[src/hdl/gmvc_pkg.sv]
// shared constants, types and helper functions of the grid mask velocity clip block
package gmvc_pkg;

	// map and cell geometry
	localparam int MAP_W     = 512;
	localparam int MAP_H     = 512;
	localparam int CELL_SIZE = 6;

	// field formats
	localparam int CELL_FIELD_W = 9;
	localparam int POS_W        = 20;
	localparam int VEL_W        = 16;
	localparam int FRAC_W       = 8;

	// derived widths
	localparam int COL_W  = $clog2(MAP_W);
	localparam int ROW_W  = $clog2(MAP_H);
	localparam int UNIT_W = POS_W - FRAC_W + 1;
	localparam int CELL_W = UNIT_W + 1;
	localparam int REM_W  = (CELL_SIZE > 1) ? $clog2(CELL_SIZE) : 1;
	localparam int STEP_W = VEL_W - FRAC_W;

	// reciprocal of the cell size for the whole-unit to cell division
	localparam int RECIP_SHIFT = 20;
	localparam int RECIP_W     = RECIP_SHIFT + 1;
	localparam int RECIP       = (2 ** RECIP_SHIFT + CELL_SIZE - 1) / CELL_SIZE;

	typedef logic        [UNIT_W-1:0] unit_t;
	typedef logic signed [CELL_W-1:0] cell_t;
	typedef logic        [REM_W-1:0]  rem_t;
	typedef logic        [MAP_W-1:0]  row_t;
	typedef logic        [ROW_W-1:0]  row_addr_t;
	typedef logic        [COL_W-1:0]  col_t;
	typedef logic signed [VEL_W-1:0]  vel_t;
	typedef logic        [STEP_W-1:0] step_t;

	// cell index and whole-unit offset inside that cell
	typedef struct packed {
		cell_t c;
		rem_t  r;
	} cell_pos_t;

	// row memory read request
	typedef struct packed {
		logic      en;
		row_addr_t addr;
	} ram_rd_t;

	// row memory write request
	typedef struct packed {
		logic      en;
		row_addr_t addr;
		row_t      data;
	} ram_wr_t;

	// one whole unit forward or back, carrying into the next cell
	function automatic cell_pos_t cell_step(cell_pos_t p, logic neg);
		cell_pos_t n;
		n = p;
		if (neg) begin
			if (p.r == '0) begin
				n.c = p.c - cell_t'(1);
				n.r = rem_t'(CELL_SIZE - 1);
			end else begin
				n.r = p.r - rem_t'(1);
			end
		end else begin
			if (p.r == rem_t'(CELL_SIZE - 1)) begin
				n.c = p.c + cell_t'(1);
				n.r = '0;
			end else begin
				n.r = p.r + rem_t'(1);
			end
		end
		return n;
	endfunction

	// number of whole-unit steps: ceiling of the velocity magnitude
	function automatic step_t step_count(vel_t v);
		logic [VEL_W:0] mag;
		logic [VEL_W:0] sum;
		if (v[VEL_W-1]) begin
			mag = (VEL_W+1)'(~v) + (VEL_W+1)'(1);
		end else begin
			mag = (VEL_W+1)'(v);
		end
		sum = mag + (VEL_W+1)'(2 ** FRAC_W - 1);
		return STEP_W'(sum >> FRAC_W);
	endfunction

	// clipped velocity: signed count of free steps with zero fraction
	function automatic vel_t clip_vel(step_t taken, logic neg);
		vel_t mag;
		mag = {taken, {FRAC_W{1'b0}}};
		return neg ? -mag : mag;
	endfunction

	function automatic logic col_in_map(cell_t c);
		return !c[CELL_W-1] && (c < cell_t'(MAP_W));
	endfunction

	function automatic logic row_in_map(cell_t c);
		return !c[CELL_W-1] && (c < cell_t'(MAP_H));
	endfunction

endpackage

[src/hdl/gmvc_div.sv]
// whole units to cell index and offset, reciprocal multiply with one register stage
module gmvc_div (
	input  logic            clk,
	input  gmvc_pkg::unit_t unit,
	output gmvc_pkg::unit_t quot,
	output gmvc_pkg::rem_t  rem
);
	import gmvc_pkg::*;

	logic [UNIT_W+RECIP_W-1:0] prod_s1;
	unit_t                     unit_s1;
	unit_t                     back;

	// multiply by the scaled reciprocal
	always_ff @(posedge clk) begin
		prod_s1 <= (UNIT_W+RECIP_W)'(unit) * (UNIT_W+RECIP_W)'(RECIP);
		unit_s1 <= unit;
	end

	// quotient and remainder
	always_comb begin
		quot = prod_s1[RECIP_SHIFT +: UNIT_W];
		back = UNIT_W'(quot * UNIT_W'(CELL_SIZE));
		rem  = REM_W'(unit_s1 - back);
	end

endmodule

[config.mk]
export PLATFORM = sky130hd
export DESIGN_NAME = gmvc_div
export DESIGN_NICKNAME = d
export VERILOG_FILES = /design/src/hdl/gmvc_pkg.sv /design/src/hdl/gmvc_div.sv
export SDC_FILE = /design/constraint.sdc
export NUM_CORES = 1
export LEC_CHECK = 0
export BUFFER_PORTS_ARGS = -buffer_cell sky130_fd_sc_hd__buf_2
export CAP_MARGIN = 20
export CORE_MARGIN = 2
export CORE_UTILIZATION = 51
export DETAILED_ROUTE_END_ITERATION = 12
export PLACE_DENSITY = 0.81
export SYNTH_ARGS = -nofsm -noshare
export SYNTH_HDL_FRONTEND = slang
export SYNTH_SLANG_ARGS = --single-unit
[constraint.sdc]
create_clock -name clk -period 13.4 [get_ports clk]
set_input_delay 2.68 -clock clk [delete_from_list [all_inputs] [get_ports clk]]
set_output_delay 2.68 -clock clk [all_outputs]
set_load 0.03 [all_outputs]
## After elaboration in Yosys (flattened, before gate mapping)

Cells that the tools add are included.

- Output and inout bits: 16
- Bits in registers: 34
- Bits in writable memories: 0
- Bits in latches: 0
- Word-level logic and storage cells: 5
- Bits of input ports: 14
- Memories kept: 0
- Memory bits (read-only): 0

- Multipliers: 2
- Eq/ne operators: 0
- Bitwise operators: 0
- Order comparisons: 0
- Reductions and logical operators: 0
- Shift operators: 0
- Add/subtract/negate cells: 1
- Muxes and demuxes: 0
- Divide/modulo/power cells: 0

Operators by type and width:

| cell | number |
|---|---|
| multiplier 13 x 18 -> 31 bit (second input constant) | 1 |
| multiplier 11 x 2 -> 2 bit (second input constant) | 1 |
| subtractor 3 bit | 1 |

## Depth between registers and ports, before layout

- Depth after elaboration: 2
- Mapped depth: 18
- Depth with buffers taken out: 18

## Worst setup path after synthesis

No wires, ideal clock.

- Kind: input-to-reg
- Start point: input unit[7]
- End point: register prod_s1[30]
- Arrival time: 7.013 ns
- Path buffers: 0
- Required time: 13.313 ns
- Slack: 6.300 ns
- Stages: 17
- Cells stage by stage: ha_1 > inv_1 > fa_1 > inv_1 > fa_1 > inv_1 > fa_1 > fa_1 > inv_1 > ha_1 > a21oi_1 > nand2_1 > a221o_1 > a221oi_2 > or3_4 > a21oi_1 > nor4b_2

- Longest elaborated chain between the ends: 1

Ends and longest elaborated chain:

| element | RTL line | RTL |
|---|---|---|
| start, declared | gmvc_div.sv:4 | `input gmvc_pkg::unit_t unit,` |
| multiplier 13 x 18 -> 31 bit | gmvc_div.sv:16 | `prod_s1 <= (UNIT_W+RECIP_W)'(unit) * (UNIT_W+RECIP_W)'(RECIP);` |
| end signal, assigned | gmvc_div.sv:16 |  |
| end, declared | gmvc_div.sv:10 | `logic [UNIT_W+RECIP_W-1:0] prod_s1;` |

Every way passes these cells.

## Worst setup path after layout

- Start point: input unit[9]
- End point: register prod_s1[30]

Same word-level chain as after synthesis.

==> flow_summary.ini <==
[drt]
vias_per_cell = 5.02
drt-total-wl_um = 5890
drt_iter0_drc = 61
wl_met1_um = 2510
drtAntennaViolNets = 0
wl_per_cell_um = 13.4
dr.max_layer_used = met4
route.met2.wl_um = 3020
drc = 0
dr_wl_met3_um = 214
routed-via-count = 2210
drt_pre_antenna_iters = 4

[job]
drv_cap = 0

[grt]
grt_pass1_vias = 2492
grt_max_degree = 8
grt_pass1_wl_um = 10800
grt_usage_pct = 18.9
grt_overflow_total = 0
antenna_found_initial = 0

[clock_tree]
hold_buffers = 0
cts_sinks = 14
tritoncts = built
cts_buffer_depth = 2
clk_pin_slew_worst_paths_ps = 50
cts_root_buf = clkbuf_8
numCtsBuffers = 3
cts-htree-levels = 1
cts_resized = 0
post-cts-setup-buffers = 0

[die]
die_w_um = 83.9
start_util_pct = 51.9
dieArea_um2 = 7040
die_h_um = 83.9
io_pins = 30
core_area_um2 = 6280
num_rows = 29

[finish]
final_nets = 510
seq_area_um2 = 280
final_cell_mix = inv_1, ha_1, fa_1, buf_2, dfxtp_1
drive_gt1_share_pct = 9.64
n_antenna_cell = 0
multi_input_area_um2 = 2540
area_delta_synth_final_pct = 7.80
fill_cells = 521
layout_commonest_cell = inv_1
instances_no_fill = 440

[logic_synthesis]
synth_seq_area_share_pct = 8.60
syn_inst = 335
synth_area_um2 = 3260
synthDistinctLibCells = 35
syn_avg_cell_area_um2 = 9.73
yosysWarnings = 0
synth-seq-cells = 14

[power]
p_per_area_nw_per_um2 = 219
vdd_drop_max_v = 0.000145
p_leak_nw = 2.00

[worst_setup_path]
startpoint = unit[9]
critPathCapture = prod_s1[30]
cp_max_fo = 3
critPathBufInv = 5
cp.depth = 18
crit_family = adder cells
end_kind = flip-flop
cpPeakStageDelay_ps = 570
cp.arrival_ps = 7560
cp.required_ps = 13560
crit_type = input port to flip-flop
cpMaxStageDelayCell = fa_1
crit_chain = buf_2 -> ha_1 -> inv_1 -> fa_1 -> inv_1 -> fa_1 -> inv_1 -> fa_1 -> fa_1 -> inv_1 -> ha_1 -> a21oi_1 -> nand2_1 -> a221o_1 -> a221oi_2 -> or3_4 -> a21oi_1 -> nor4b_2
worst_setup_path_start_kind = input port

[sta]
setup_tns_ps = 0
whs_ps = 2580
slew_viol_final = 0
clock.fmax_mhz = 135
fin_crit_sh_pct = 55.3
hold_viol_final = 0
rsz0062_at_grt = no
setup_viol = 0
period_needed_ps = 7410

[place]
gp_congestion = 0.874
dpl.hpwl_um = 5530
dp.cells = 437
placement.io_buffers = 27

[min_path]
hold_class = input port to flip-flop

[outcome]
status = complete, no violations
-- layout make-up --
class                      count  share of cell area [%]
tap                           77                    2.74
clock buffer                   3                    1.18
inverter                     112                    12.0
multi-input combinational    207                    72.3
sequential                    14                    7.98
timing repair buffer          27                    3.85
-- metal layers --
| metal | vias up | global-route usage, % |
|---|---|---|
| met5 | - | 0 |
| met4 | 0 | 4.55 |
| met3 | 12 | 1.68 |
| met2 | 46 | 35.2 |
| met1 | 1060 | 23.5 |
| li1 | 1092 | - |
-- Yosys cell counts --
cell type | n | area (um2)
xnor2_1 | 9 | 78.8
a221oi_2 | 1 | 15.0
o31a_1 | 1 | 8.76
a211oi_1 | 1 | 7.51
nand2b_1 | 1 | 6.26
o211ai_1 | 2 | 15.0
and3_1 | 1 | 6.26
a31oi_1 | 1 | 6.26
nor4b_2 | 1 | 15.0
a21oi_1 | 10 | 50.1
and4_1 | 2 | 17.5
or3_4 | 1 | 11.3
buf_4 | 3 | 22.5
nand2_1 | 9 | 33.8
nand4_1 | 1 | 6.26
nor2b_1 | 2 | 12.5
a41oi_1 | 1 | 8.76
o31ai_1 | 1 | 7.51
or2_2 | 1 | 6.26
fa_1 | 51 | 1020
a21o_1 | 2 | 15.0
nand3_1 | 4 | 20.0
o31ai_4 | 1 | 21.3
a22oi_1 | 1 | 7.51
o21ai_0 | 3 | 15.0
nor4bb_1 | 1 | 10.0
inv_1 | 112 | 420
nor2_1 | 6 | 22.5
dfxtp_1 | 14 | 280
ha_1 | 80 | 1000
conb_1 | 1 | 3.75
xor2_1 | 6 | 52.6
a221o_1 | 1 | 10.0
o21bai_1 | 2 | 15.0
nand3b_1 | 1 | 7.51
-- kinds of logic after synthesis --
kind of cell / share of synthesized area, %
adders and majority gates: 62.1
buffers and inverters: 13.6
and+or+nand+nor: 5.38
AOI/OAI and AO/OA: 6.22
xor gates and xnor gates: 4.03
DFF: 8.60
other: 0.115
-- state kept, by name, summed over array words and instances (netlist names) --
name and count:
prod_s1 11, unit_s1 3
-- power breakdown --
group | switching, mW | total, mW | leakage (nW) | internal, mW
clock | 0.0134 | 0.0332 | 0.0216 | 0.0198
combinational | 0.392 | 0.666 | 1.86 | 0.274
sequential | 0.00568 | 0.0701 | 0.118 | 0.0645
-- metrics by stage --
| step | power, mW | util [%] | instance area, um2 | setup slack (ps) |
|---|---|---|---|---|
| 4_1_cts | 0.778 | 55.9 | 3510 | 6000 |
| 3_5_place_dp | 0.737 | 55.3 | 3470 | 5770 |
| 3_3_place_gp | 0.707 | 55.3 | 3470 | 5940 |
| 2_1_floorplan | 0.574 | - | 3260 | 6300 |
| 6_report | 0.770 | 55.9 | 3510 | 5990 |
| 5_1_grt | 0.877 | 55.9 | 3510 | 5710 |
-- worst min-delay path by stage --
| stage | start | end | slack [ps] | depth (start not counted) |
|---|---|---|---|---|
| after global placement | unit[0] | unit_s1[0] | 2830 | 1 |
| after detailed placement | unit[0] | unit_s1[0] | 2830 | 1 |
| after global routing | unit[0] | unit_s1[0] | 2580 | 1 |
| after floorplan | unit[0] | unit_s1[0] | 2710 | 0 |
| after CTS | unit[0] | unit_s1[0] | 2590 | 1 |
| final | unit[0] | unit_s1[0] | 2580 | 1 |
Note: power is estimated with default switching activity, not from simulation.
